[config.mk]
export PLATFORM = sky130hd
export DESIGN_NAME = lisp_token_scanner_unit
export DESIGN_NICKNAME = d
export VERILOG_FILES = /design/src/sv/lts_pkg.sv /design/src/sv/lts_scan_core.sv /design/src/sv/lts_out_fifo.sv /design/src/sv/lisp_token_scanner_unit.sv
export SDC_FILE = /design/constraint.sdc
export NUM_CORES = 1
export LEC_CHECK = 0
export BUFFER_PORTS_ARGS = -buffer_cell sky130_fd_sc_hd__buf_2
export CAP_MARGIN = 5
export CORE_MARGIN = 2
export CORE_UTILIZATION = 56
export CTS_BUF_LIST = sky130_fd_sc_hd__clkbuf_4
export CTS_CLUSTER_SIZE = 30
export DETAILED_ROUTE_END_ITERATION = 10
export GPL_TIMING_DRIVEN = 0
export PLACE_DENSITY = 0.82
export RECOVER_POWER = 100
export SETUP_SLACK_MARGIN = 0.1
export SLEW_MARGIN = 20
export SYNTH_ARGS = -nofsm -noshare
export SYNTH_HDL_FRONTEND = slang
export SYNTH_SLANG_ARGS = --single-unit
[constraint.sdc]
create_clock -name i_clk -period 5.62 [get_ports i_clk]
set_input_delay 0 -clock i_clk [delete_from_list [all_inputs] [get_ports i_clk]]
set_output_delay 0 -clock i_clk [all_outputs]
set_load 0.05 [all_outputs]
[src/sv/lts_pkg.sv]
// Shared types, constants and helper functions of the Lisp token scanner.
package lts_pkg;

    // Token kinds
    localparam logic [3:0] K_LPAREN = 4'd0;
    localparam logic [3:0] K_RPAREN = 4'd1;
    localparam logic [3:0] K_EQ     = 4'd2;
    localparam logic [3:0] K_INT    = 4'd3;
    localparam logic [3:0] K_REAL   = 4'd4;
    localparam logic [3:0] K_STR    = 4'd5;
    localparam logic [3:0] K_IDENT  = 4'd6;
    localparam logic [3:0] K_KW0    = 4'd7;
    localparam logic [3:0] K_ERROR  = 4'd15;

    // Characters with a meaning of their own
    localparam logic [7:0] CH_LPAREN = 8'h28;
    localparam logic [7:0] CH_RPAREN = 8'h29;
    localparam logic [7:0] CH_EQ     = 8'h3d;
    localparam logic [7:0] CH_DOT    = 8'h2e;
    localparam logic [7:0] CH_QUOTE  = 8'h22;
    localparam logic [7:0] CH_NL     = 8'h0a;
    localparam logic [7:0] CH_NUL    = 8'h00;

    localparam logic [9:0] FRAC_CAP = 10'd1023;
    localparam int         NUM_KW   = 8;

    // Keyword text, byte p of keyword k at bits [8p+7:8p]
    localparam logic [63:0] KW_TEXT [NUM_KW] = '{
        64'h0000_0000_0000_6669,   // if
        64'h0000_656e_6966_6564,   // define
        64'h0079_616c_7073_6964,   // display
        64'h0000_6164_626d_616c,   // lambda
        64'h0000_0000_0074_656c,   // let
        64'h0000_0000_0072_6463,   // cdr
        64'h0000_0000_0072_6163,   // car
        64'h0000_0000_646e_6f63    // cond
    };
    localparam logic [2:0] KW_LEN [NUM_KW] = '{
        3'd2, 3'd6, 3'd7, 3'd6, 3'd3, 3'd3, 3'd3, 3'd4
    };

    typedef struct packed {
        logic [3:0]  token_kind;
        logic [31:0] int_part;
        logic [31:0] frac_value;
        logic [9:0]  frac_digits;
        logic [9:0]  lexeme_length;
        logic        last_of_run;
    } t_result;

    function automatic logic is_digit(input logic [7:0] c);
        return (c >= 8'h30) && (c <= 8'h39);
    endfunction

    function automatic logic is_alpha(input logic [7:0] c);
        return ((c >= 8'h61) && (c <= 8'h7a)) || ((c >= 8'h41) && (c <= 8'h5a));
    endfunction

    function automatic logic is_space(input logic [7:0] c);
        return (c == 8'h20) || ((c >= 8'h09) && (c <= 8'h0d));
    endfunction

    // acc * 10 + digit, saturating at all ones
    function automatic logic [31:0] sat_dec(input logic [31:0] acc, input logic [3:0] d);
        logic [35:0] v;
        v = {1'b0, acc, 3'b000} + {3'b000, acc, 1'b0} + {32'd0, d};
        return (|v[35:32]) ? 32'hffff_ffff : v[31:0];
    endfunction

    // Drop keywords that no longer match the identifier as a prefix
    function automatic logic [NUM_KW-1:0] kw_filter(input logic [NUM_KW-1:0] alive,
                                                    input logic [9:0] p,
                                                    input logic [7:0] c);
        logic [NUM_KW-1:0] res;
        res = alive;
        for (int k = 0; k < NUM_KW; k++) begin
            if ((p >= 10'(KW_LEN[k])) || (KW_TEXT[k][{p[2:0], 3'b000} +: 8] != c)) begin
                res[k] = 1'b0;
            end
        end
        return res;
    endfunction

    // First keyword still alive whose length matches exactly, else identifier
    function automatic logic [3:0] kw_kind(input logic [NUM_KW-1:0] alive,
                                           input logic [9:0] len);
        logic [3:0] kind;
        kind = K_IDENT;
        for (int k = NUM_KW - 1; k >= 0; k--) begin
            if (alive[k] && (len == 10'(KW_LEN[k]))) begin
                kind = K_KW0 + 4'(k);
            end
        end
        return kind;
    endfunction

    function automatic t_result make_result(input logic [3:0] kind,
                                            input logic [31:0] ip,
                                            input logic [31:0] fv,
                                            input logic [9:0] fd,
                                            input logic [9:0] len);
        t_result r;
        r.token_kind    = kind;
        r.int_part      = ip;
        r.frac_value    = fv;
        r.frac_digits   = fd;
        r.lexeme_length = len;
        r.last_of_run   = 1'b0;
        return r;
    endfunction

endpackage

[src/sv/lts_scan_core.sv]
// Scanner state and per-byte next-state and token logic.
module lts_scan_core import lts_pkg::*; #(
    parameter int MAX_LEXEME = 1023
) (
    input  logic       i_clk,
    input  logic       i_rst_n,
    input  logic       i_fire,
    input  logic [7:0] i_char,
    input  logic       i_eoi,
    output t_result    o_res0,
    output t_result    o_res1,
    output logic [1:0] o_res_n
);

    localparam int         LEN_CAP_I = (MAX_LEXEME < 1023) ? MAX_LEXEME : 1023;
    localparam logic [9:0] LEN_CAP   = 10'(LEN_CAP_I);

    typedef enum logic [2:0] {
        M_IDLE, M_INT, M_FRAC, M_STR, M_IDENT, M_ERR
    } t_mode;

    t_mode             r_mode, n_mode;
    logic [31:0]       r_int, n_int;
    logic [31:0]       r_frac, n_frac;
    logic [9:0]        r_fcnt, n_fcnt;
    logic [9:0]        r_len, n_len;
    logic [NUM_KW-1:0] r_alive, n_alive;

    // Fresh scan of the byte from idle
    t_mode             idle_mode;
    logic [31:0]       idle_int;
    logic [9:0]        idle_len;
    logic [NUM_KW-1:0] idle_alive;
    logic              idle_v;
    t_result           idle_tok;

    logic              ev_a, ev_b, do_idle;
    t_result           tok_a;

    always_comb begin
        idle_mode  = M_IDLE;
        idle_int   = 32'd0;
        idle_len   = 10'd0;
        idle_alive = '1;
        idle_v     = 1'b0;
        idle_tok   = make_result(K_ERROR, 32'd0, 32'd0, 10'd0, 10'd0);
        if (i_char == CH_LPAREN) begin
            idle_v   = 1'b1;
            idle_tok = make_result(K_LPAREN, 32'd0, 32'd0, 10'd0, 10'd0);
        end else if (i_char == CH_RPAREN) begin
            idle_v   = 1'b1;
            idle_tok = make_result(K_RPAREN, 32'd0, 32'd0, 10'd0, 10'd0);
        end else if (i_char == CH_EQ) begin
            idle_v   = 1'b1;
            idle_tok = make_result(K_EQ, 32'd0, 32'd0, 10'd0, 10'd0);
        end else if (is_space(i_char)) begin
            idle_mode = M_IDLE;
        end else if (is_digit(i_char)) begin
            idle_mode = M_INT;
            idle_int  = {28'd0, i_char[3:0]};
        end else if (i_char == CH_QUOTE) begin
            idle_mode = M_STR;
        end else if (is_alpha(i_char)) begin
            idle_mode  = M_IDENT;
            idle_alive = kw_filter('1, 10'd0, i_char);
            idle_len   = 10'd1;
        end else begin
            idle_mode = M_ERR;
            idle_v    = 1'b1;
        end
    end

    always_comb begin
        n_mode  = r_mode;
        n_int   = r_int;
        n_frac  = r_frac;
        n_fcnt  = r_fcnt;
        n_len   = r_len;
        n_alive = r_alive;
        ev_a    = 1'b0;
        do_idle = 1'b0;
        tok_a   = make_result(K_ERROR, 32'd0, 32'd0, 10'd0, 10'd0);
        if (i_eoi) begin
            unique case (r_mode)
                M_INT: begin
                    ev_a  = 1'b1;
                    tok_a = make_result(K_INT, r_int, 32'd0, 10'd0, 10'd0);
                end
                M_FRAC: begin
                    ev_a  = 1'b1;
                    tok_a = make_result(K_REAL, r_int, r_frac, r_fcnt, 10'd0);
                end
                M_STR: begin
                    ev_a = 1'b1;
                end
                M_IDENT: begin
                    ev_a  = 1'b1;
                    tok_a = make_result(kw_kind(r_alive, r_len), 32'd0, 32'd0, 10'd0, r_len);
                end
                default: begin
                    ev_a = 1'b0;
                end
            endcase
            n_mode  = M_IDLE;
            n_int   = 32'd0;
            n_frac  = 32'd0;
            n_fcnt  = 10'd0;
            n_len   = 10'd0;
            n_alive = '1;
        end else begin
            unique case (r_mode)
                M_INT: begin
                    if (is_digit(i_char)) begin
                        n_int = sat_dec(r_int, i_char[3:0]);
                    end else if (i_char == CH_DOT) begin
                        n_mode = M_FRAC;
                    end else begin
                        ev_a    = 1'b1;
                        tok_a   = make_result(K_INT, r_int, 32'd0, 10'd0, 10'd0);
                        do_idle = 1'b1;
                    end
                end
                M_FRAC: begin
                    if (is_digit(i_char)) begin
                        n_frac = sat_dec(r_frac, i_char[3:0]);
                        if (r_fcnt < FRAC_CAP) begin
                            n_fcnt = r_fcnt + 10'd1;
                        end
                    end else begin
                        ev_a    = 1'b1;
                        tok_a   = make_result(K_REAL, r_int, r_frac, r_fcnt, 10'd0);
                        do_idle = 1'b1;
                    end
                end
                M_STR: begin
                    if ((i_char == CH_QUOTE) || (i_char == CH_NUL) || (i_char == CH_NL)) begin
                        ev_a    = 1'b1;
                        n_mode  = (i_char == CH_QUOTE) ? M_IDLE : M_ERR;
                        if (i_char == CH_QUOTE) begin
                            tok_a = make_result(K_STR, 32'd0, 32'd0, 10'd0, r_len);
                        end
                        n_int   = 32'd0;
                        n_frac  = 32'd0;
                        n_fcnt  = 10'd0;
                        n_len   = 10'd0;
                        n_alive = '1;
                    end else if (r_len < LEN_CAP) begin
                        n_len = r_len + 10'd1;
                    end
                end
                M_IDENT: begin
                    if (is_alpha(i_char) || is_digit(i_char)) begin
                        n_alive = kw_filter(r_alive, r_len, i_char);
                        if (r_len < LEN_CAP) begin
                            n_len = r_len + 10'd1;
                        end
                    end else begin
                        ev_a    = 1'b1;
                        tok_a   = make_result(kw_kind(r_alive, r_len), 32'd0, 32'd0, 10'd0,
                                              r_len);
                        do_idle = 1'b1;
                    end
                end
                M_ERR: begin
                    n_mode = M_ERR;
                end
                default: begin
                    do_idle = 1'b1;
                end
            endcase
            if (do_idle) begin
                n_mode  = idle_mode;
                n_int   = idle_int;
                n_frac  = 32'd0;
                n_fcnt  = 10'd0;
                n_len   = idle_len;
                n_alive = idle_alive;
            end
        end
    end

    assign ev_b = do_idle && idle_v;

    // Pack up to two results, flag the final one
    always_comb begin
        o_res0 = ev_a ? tok_a : idle_tok;
        o_res1 = idle_tok;
        if (ev_a && ev_b) begin
            o_res_n            = 2'd2;
            o_res1.last_of_run = 1'b1;
        end else if (ev_a || ev_b) begin
            o_res_n            = 2'd1;
            o_res0.last_of_run = 1'b1;
        end else begin
            o_res_n = 2'd0;
        end
    end

    always_ff @(posedge i_clk) begin
        if (!i_rst_n) begin
            r_mode  <= M_IDLE;
            r_int   <= 32'd0;
            r_frac  <= 32'd0;
            r_fcnt  <= 10'd0;
            r_len   <= 10'd0;
            r_alive <= '1;
        end else if (i_fire) begin
            r_mode  <= n_mode;
            r_int   <= n_int;
            r_frac  <= n_frac;
            r_fcnt  <= n_fcnt;
            r_len   <= n_len;
            r_alive <= n_alive;
        end
    end

endmodule

[src/sv/lts_out_fifo.sv]
// Four-entry result queue that takes up to two results and gives one per cycle while i_pop is set.
module lts_out_fifo import lts_pkg::*; (
    input  logic       i_clk,
    input  logic       i_rst_n,
    input  logic [1:0] i_push_n,
    input  t_result    i_data0,
    input  t_result    i_data1,
    input  logic       i_pop,
    output t_result    o_data,
    output logic       o_valid,
    output logic [2:0] o_count
);

    t_result    r_mem [4];
    logic [1:0] r_wr, r_rd;
    logic [2:0] r_count;

    always_ff @(posedge i_clk) begin
        if (i_push_n != 2'd0) begin
            r_mem[r_wr] <= i_data0;
        end
        if (i_push_n == 2'd2) begin
            r_mem[r_wr + 2'd1] <= i_data1;
        end
    end

    always_ff @(posedge i_clk) begin
        if (!i_rst_n) begin
            r_wr    <= 2'd0;
            r_rd    <= 2'd0;
            r_count <= 3'd0;
        end else begin
            r_wr    <= r_wr + i_push_n;
            r_rd    <= r_rd + {1'b0, i_pop};
            r_count <= r_count + {1'b0, i_push_n} - {2'b00, i_pop};
        end
    end

    assign o_data  = r_mem[r_rd];
    assign o_valid = (r_count != 3'd0);
    assign o_count = r_count;

endmodule

[src/sv/lisp_token_scanner_unit.sv]
// Top level of the Lisp token scanner: input register, scan core and result queue.
//
// Usage
//   Input channel (i_in_valid / o_in_ready) carries one source byte per
//   transaction in i_char_code; i_end_of_input set flushes the pending token,
//   clears a sticky error and ignores the byte.
//   Output channel (o_out_valid / i_out_ready) carries one token per
//   transaction; o_last_of_run marks the final token caused by an input byte.
//   One input byte gives zero, one or two tokens.
// Timing
//   A byte lands in the input register, is scanned once the queue has room
//   for two tokens and its tokens are written to a four-entry queue, whose
//   head drives the output. One byte is taken every cycle while the queue
//   holds at most two tokens; a byte that gives two tokens takes two output
//   transactions, which sets the sustained rate when such bytes come in a row.
// Reset and stall
//   i_rst_n (synchronous, active low) empties the queue and returns the
//   scanner to idle with all accumulators cleared. When the receiver stalls,
//   the queue fills, the scan stage holds its byte and o_in_ready drops.
module lisp_token_scanner_unit import lts_pkg::*; #(
    parameter int MAX_LEXEME = 1023
) (
    input  logic        i_clk,
    input  logic        i_rst_n,
    input  logic        i_in_valid,
    output logic        o_in_ready,
    input  logic [7:0]  i_char_code,
    input  logic        i_end_of_input,
    output logic        o_out_valid,
    input  logic        i_out_ready,
    output logic [3:0]  o_token_kind,
    output logic [31:0] o_int_part,
    output logic [31:0] o_frac_value,
    output logic [9:0]  o_frac_digits,
    output logic [9:0]  o_lexeme_length,
    output logic        o_last_of_run
);

    logic       r_in_valid;
    logic [7:0] r_char;
    logic       r_eoi;

    logic       proc_fire;
    logic       pop;
    logic [2:0] q_count;
    logic [1:0] res_n;
    logic [1:0] push_n;
    t_result    res0, res1, q_data;

    // Scan the held byte only when the queue has room for two tokens
    assign proc_fire  = r_in_valid && (q_count <= 3'd2);
    assign o_in_ready = !r_in_valid || proc_fire;
    assign push_n     = proc_fire ? res_n : 2'd0;
    assign pop        = o_out_valid && i_out_ready;

    // Hold the byte until the scan stage takes it
    always_ff @(posedge i_clk) begin
        if (!i_rst_n) begin
            r_in_valid <= 1'b0;
        end else if (i_in_valid && o_in_ready) begin
            r_in_valid <= 1'b1;
        end else if (proc_fire) begin
            r_in_valid <= 1'b0;
        end
    end

    always_ff @(posedge i_clk) begin
        if (i_in_valid && o_in_ready) begin
            r_char <= i_char_code;
            r_eoi  <= i_end_of_input;
        end
    end

    lts_scan_core #(
        .MAX_LEXEME (MAX_LEXEME)
    ) u_core (
        .i_clk   (i_clk),
        .i_rst_n (i_rst_n),
        .i_fire  (proc_fire),
        .i_char  (r_char),
        .i_eoi   (r_eoi),
        .o_res0  (res0),
        .o_res1  (res1),
        .o_res_n (res_n)
    );

    lts_out_fifo u_fifo (
        .i_clk    (i_clk),
        .i_rst_n  (i_rst_n),
        .i_push_n (push_n),
        .i_data0  (res0),
        .i_data1  (res1),
        .i_pop    (pop),
        .o_data   (q_data),
        .o_valid  (o_out_valid),
        .o_count  (q_count)
    );

    assign o_token_kind    = q_data.token_kind;
    assign o_int_part      = q_data.int_part;
    assign o_frac_value    = q_data.frac_value;
    assign o_frac_digits   = q_data.frac_digits;
    assign o_lexeme_length = q_data.lexeme_length;
    assign o_last_of_run   = q_data.last_of_run;

`ifndef NO_ASSERTIONS
    // Queue never overflows
    a_count_bound: assert property (@(posedge i_clk) disable iff (!i_rst_n)
        q_count <= 3'd4)
        else $error("result queue overflow");

    // Queue occupancy follows pushes and pops
    a_count_track: assert property (@(posedge i_clk) disable iff (!i_rst_n)
        $past(i_rst_n) |->
        q_count == 3'($past(q_count) + {1'b0, $past(push_n)} - {2'b00, $past(pop)}))
        else $error("result queue count mismatch");

    // Input stalls only while a byte is held
    a_stall_held: assert property (@(posedge i_clk) disable iff (!i_rst_n)
        !o_in_ready |-> r_in_valid)
        else $error("input stalled with empty input register");

    // Two tokens from one byte: only the second is flagged last
    a_last_pair: assert property (@(posedge i_clk) disable iff (!i_rst_n)
        (proc_fire && res_n == 2'd2) |-> (!res0.last_of_run && res1.last_of_run))
        else $error("bad last flag on token pair");
`endif

endmodule
==> impl_metrics.tcl <==
set metrics [dict create \
    outcome "completed" \
    synth_mux_area_share_pct 8.79 \
    synth_area_per_cell_um2 10.3 \
    critPathCaptureType "flop" \
    period_share_pct 96.0 \
    synth_compound_area_share_pct 26.8 \
    wl_per_cell_um 22.6 \
    start_util_pct 57.0 \
    overflow 0 \
    root_buffer "clkbuf_4" \
    holdCritPathClass "in -> reg" \
    fp.dieArea_mm2 0.0447 \
    vias 21800 \
    postSynth.asyncResetShare_pct 0 \
    placed_cell_area_mm2 0.0253 \
    intPower_w 0.00521 \
    grt_pass1_vias 21200 \
    cp_cell_sequence "or3_1, o32ai_2, o21ai_0, o211ai_1, inv_1, nor4_1, ha_1, nor2_1, nor2_1, nand3_1, nor2_1, clkbuf_1, a22o_1" \
    final-setup-viol-count 0 \
    synth_top_area_share_pct 36.5 \
    p_clk_share_pct 38.2 \
    cts.htree.levels 3 \
    nets 2742 \
    avgViaCountPerCell 6.75 \
    cts_sinks 468 \
    netlist_top_cells_area "dfxtp_1, a22o_1, mux4_2, ha_1, a32o_1" \
    yosys.cell_count.top_type "dfxtp_1" \
    syn_inst 2333 \
    clock_skew_ns 0.0495 \
    tns_ns 0 \
    synthSimpleGateAreaFrac_pct 10.5 \
    place_hpwl_mm 51.9 \
    switchingPower_w 0.00228 \
    dp.cells 2975 \
    grtUsageMet1_pct 41.7 \
    gr-usage-all-layers_pct 32.1 \
    use_met2_pct 52.1 \
    rsz0062_at_grt "false" \
    die_width_um 211 \
    cpPeakStageDelay_ns 0.81 \
    cp.arrival_ns 6.21 \
    synth_enable_flop_cells 29 \
    cts_tree "yes" \
    synth_cell_types 88 \
    grt_max_degree 17 \
    slew_headroom_pct 2.44 \
    busiest_layer "met2" \
    synth_top_cell_by_area "dfxtp_1" \
    numPortBuffers 103 \
    grt_pass1_wl_mm 114 \
    drc 0 \
    required_ns 6.43 \
    die_h_um 211 \
    drt_wl_total_mm 72.8 \
    min_from "i_in_valid" \
    fmax_mhz 185 \
    ys_ff_latch 468 \
    seqCellArea_mm2 0.00966 \
    clkTransAtPathRegs_ns 0.06 \
    clockBufferDepth 3 \
    synth_common_cells "dfxtp_1, a22o_1, clkbuf_1" \
    cpMaxStageDelayCell "nor2_1" \
    hold_viol_final 0 \
    drt_first_pass_iters 6 \
    fill_cells 3455 \
    synth_top_family_by_area "compound AO/OA/AOI/OAI gates" \
    cts_buffers 117 \
    worst_slew_pin_slew_ns 1.45 \
    drive_gt1_share_pct 12.4 \
    synth_fp_nets 2489 \
    worstReg2RegStart "r_char[1]" \
    crit_type "reg -> reg" \
    design_area_mm2 0.0269 \
    cpMostUsedCell "nor2_1" \
    clk_latency_ns 0.92 \
    power_frac_comb_pct 15.9 \
    ir_drop_v 0.000180 \
    synth_xor_area_share_pct 2.73 \
    area.growth.synth_to_final_pct 11.9 \
    grt_use_met3_pct 6.75 \
    crit_fanout 10 \
    start_kind "flop" \
    synth-main-ff-cell "dfxtp_1" \
    synth_area_mm2 0.0241 \
    core_mm2 0.0422 \
    slew_viol_final 0 \
    ys_seq_area_share_pct 40.1 \
    power_w 0.00749 \
    swShare_pct 30.4 \
    io_pins 104 \
    power_density_mw_per_mm2 278 \
    drtIter0Drc 2182 \
    ant_nets 0 \
    maxCapViolCount 0 \
    seq_power_share_pct 45.9 \
    ys.warnings.count 0 \
    multi_input_area_mm2 0.0136 \
    place_congestion 0.984 \
    synth-adder-area-share_pct 7.59 \
    finalCriticalPeriod_ns 5.40 \
    p_leak_nw 10.7 \
    fp-row-count 75 \
    critPathLaunch "r_char[1]" \
    final_cell_count_no_fill 3222 \
    antenna_found_initial 2 \
]
[what timing repair did]
| item | 4_1_cts | 5_1_grt |
|---|---|---|
| hold buffers | 23 | 0 |
| resized for setup | 12 | 12 |
| hold endpoints to repair | 58 | 0 |
| setup endpoints to repair | 284 | 308 |
| pin swaps | 1 | 3 |
| setup buffers | 1 | 7 |
[power groups by stage]
| stage | clock network (W) | logic [W] | registers [W] |
|---|---|---|---|
| floorplan | 0 | 0.000831 | 0.00349 |
| global placement | 0 | 0.00113 | 0.00351 |
| detailed placement | 0 | 0.00115 | 0.00351 |
| CTS | 0.00289 | 0.00117 | 0.00344 |
| global route | 0.00306 | 0.00127 | 0.00344 |
| finish | 0.00286 | 0.00119 | 0.00344 |
[metal layers]
metal / up-vias / wire [um]
li1: 9812 / -
met3: 208 / 6320
met2: 1170 / 34200
met5: - / 0
met4: 0 / 2580
met1: 10600 / 29700
[worst max-delay path: cells and delay by family (launching register included)]
family                     cells  cell delay [ns]
AOI/OAI and AO/OA              4             1.12
buffers and inverters          2             0.60
adders and majority gates      1             0.38
DFF                            1             0.58
and+or+nand+nor                6             2.61
[cells in the final DEF, fill, tap and decap left out, types with 44 or more instances in the layout]
cell type / n
xnor2_1: 44
clkbuf_1: 240
nor2_1: 94
clkbuf_4: 167
a22o_1: 233
a21oi_1: 106
nand2_1: 135
a32o_1: 128
mux4_2: 89
ha_1: 138
o21ai_0: 105
nor3_1: 57
dfxtp_1: 439
[final cells by class]
class	instances	share of cell area (%)
multi-input combinational	1645	50.4
sequential	468	35.8
clock buffer	162	4.51
buffer	182	2.67
timing repair buffer	134	2.57
tap	539	2.50
clock inverter	49	0.966
inverter	38	0.529
antenna	5	0.0464
[flip-flops by register name, indices dropped and copies added, names as in the netlist]
signal          flops
r_char              8
r_eoi               1
r_in_valid          1
u_core.r_alive      8
u_core.r_fcnt      10
u_core.r_frac      32
u_core.r_int       32
u_core.r_len       10
u_core.r_mode       3
u_fifo.o_count      3
u_fifo.r_mem      356
u_fifo.r_rd         2
u_fifo.r_wr         2
[through the flow]
stage,setup WS (ns),util (%),hold WS (ns)
after floorplan,1.40,-,0.0989
after CTS,0.0933,64.0,0.176
final,0.223,63.8,0.320
after global routing,0.0734,63.8,0.309
after global placement,-0.977,59.8,0.178
after detailed placement,-0.964,59.9,0.179
[cell families after synthesis]
family | Yosys count
adder cells (fa/ha/maj) | 143
AND/OR/NAND/NOR | 504
flip-flops | 468
multiplexers | 100
buffers and inverters | 220
AO/OA/AOI/OAI | 823
XOR/XNOR | 75
[worst paths after layout]
check                           cells past startpoint  slack (ns)             endpoint
worst max-delay path                               13        0.22  u_fifo.r_mem[3][49]
worst min-delay path                                3        0.32            r_char[7]
worst max register to register                     13        0.22  u_fifo.r_mem[3][49]
worst min register to register                      1        0.46  u_fifo.r_mem[3][74]
(Power assumes the default switching activity.)
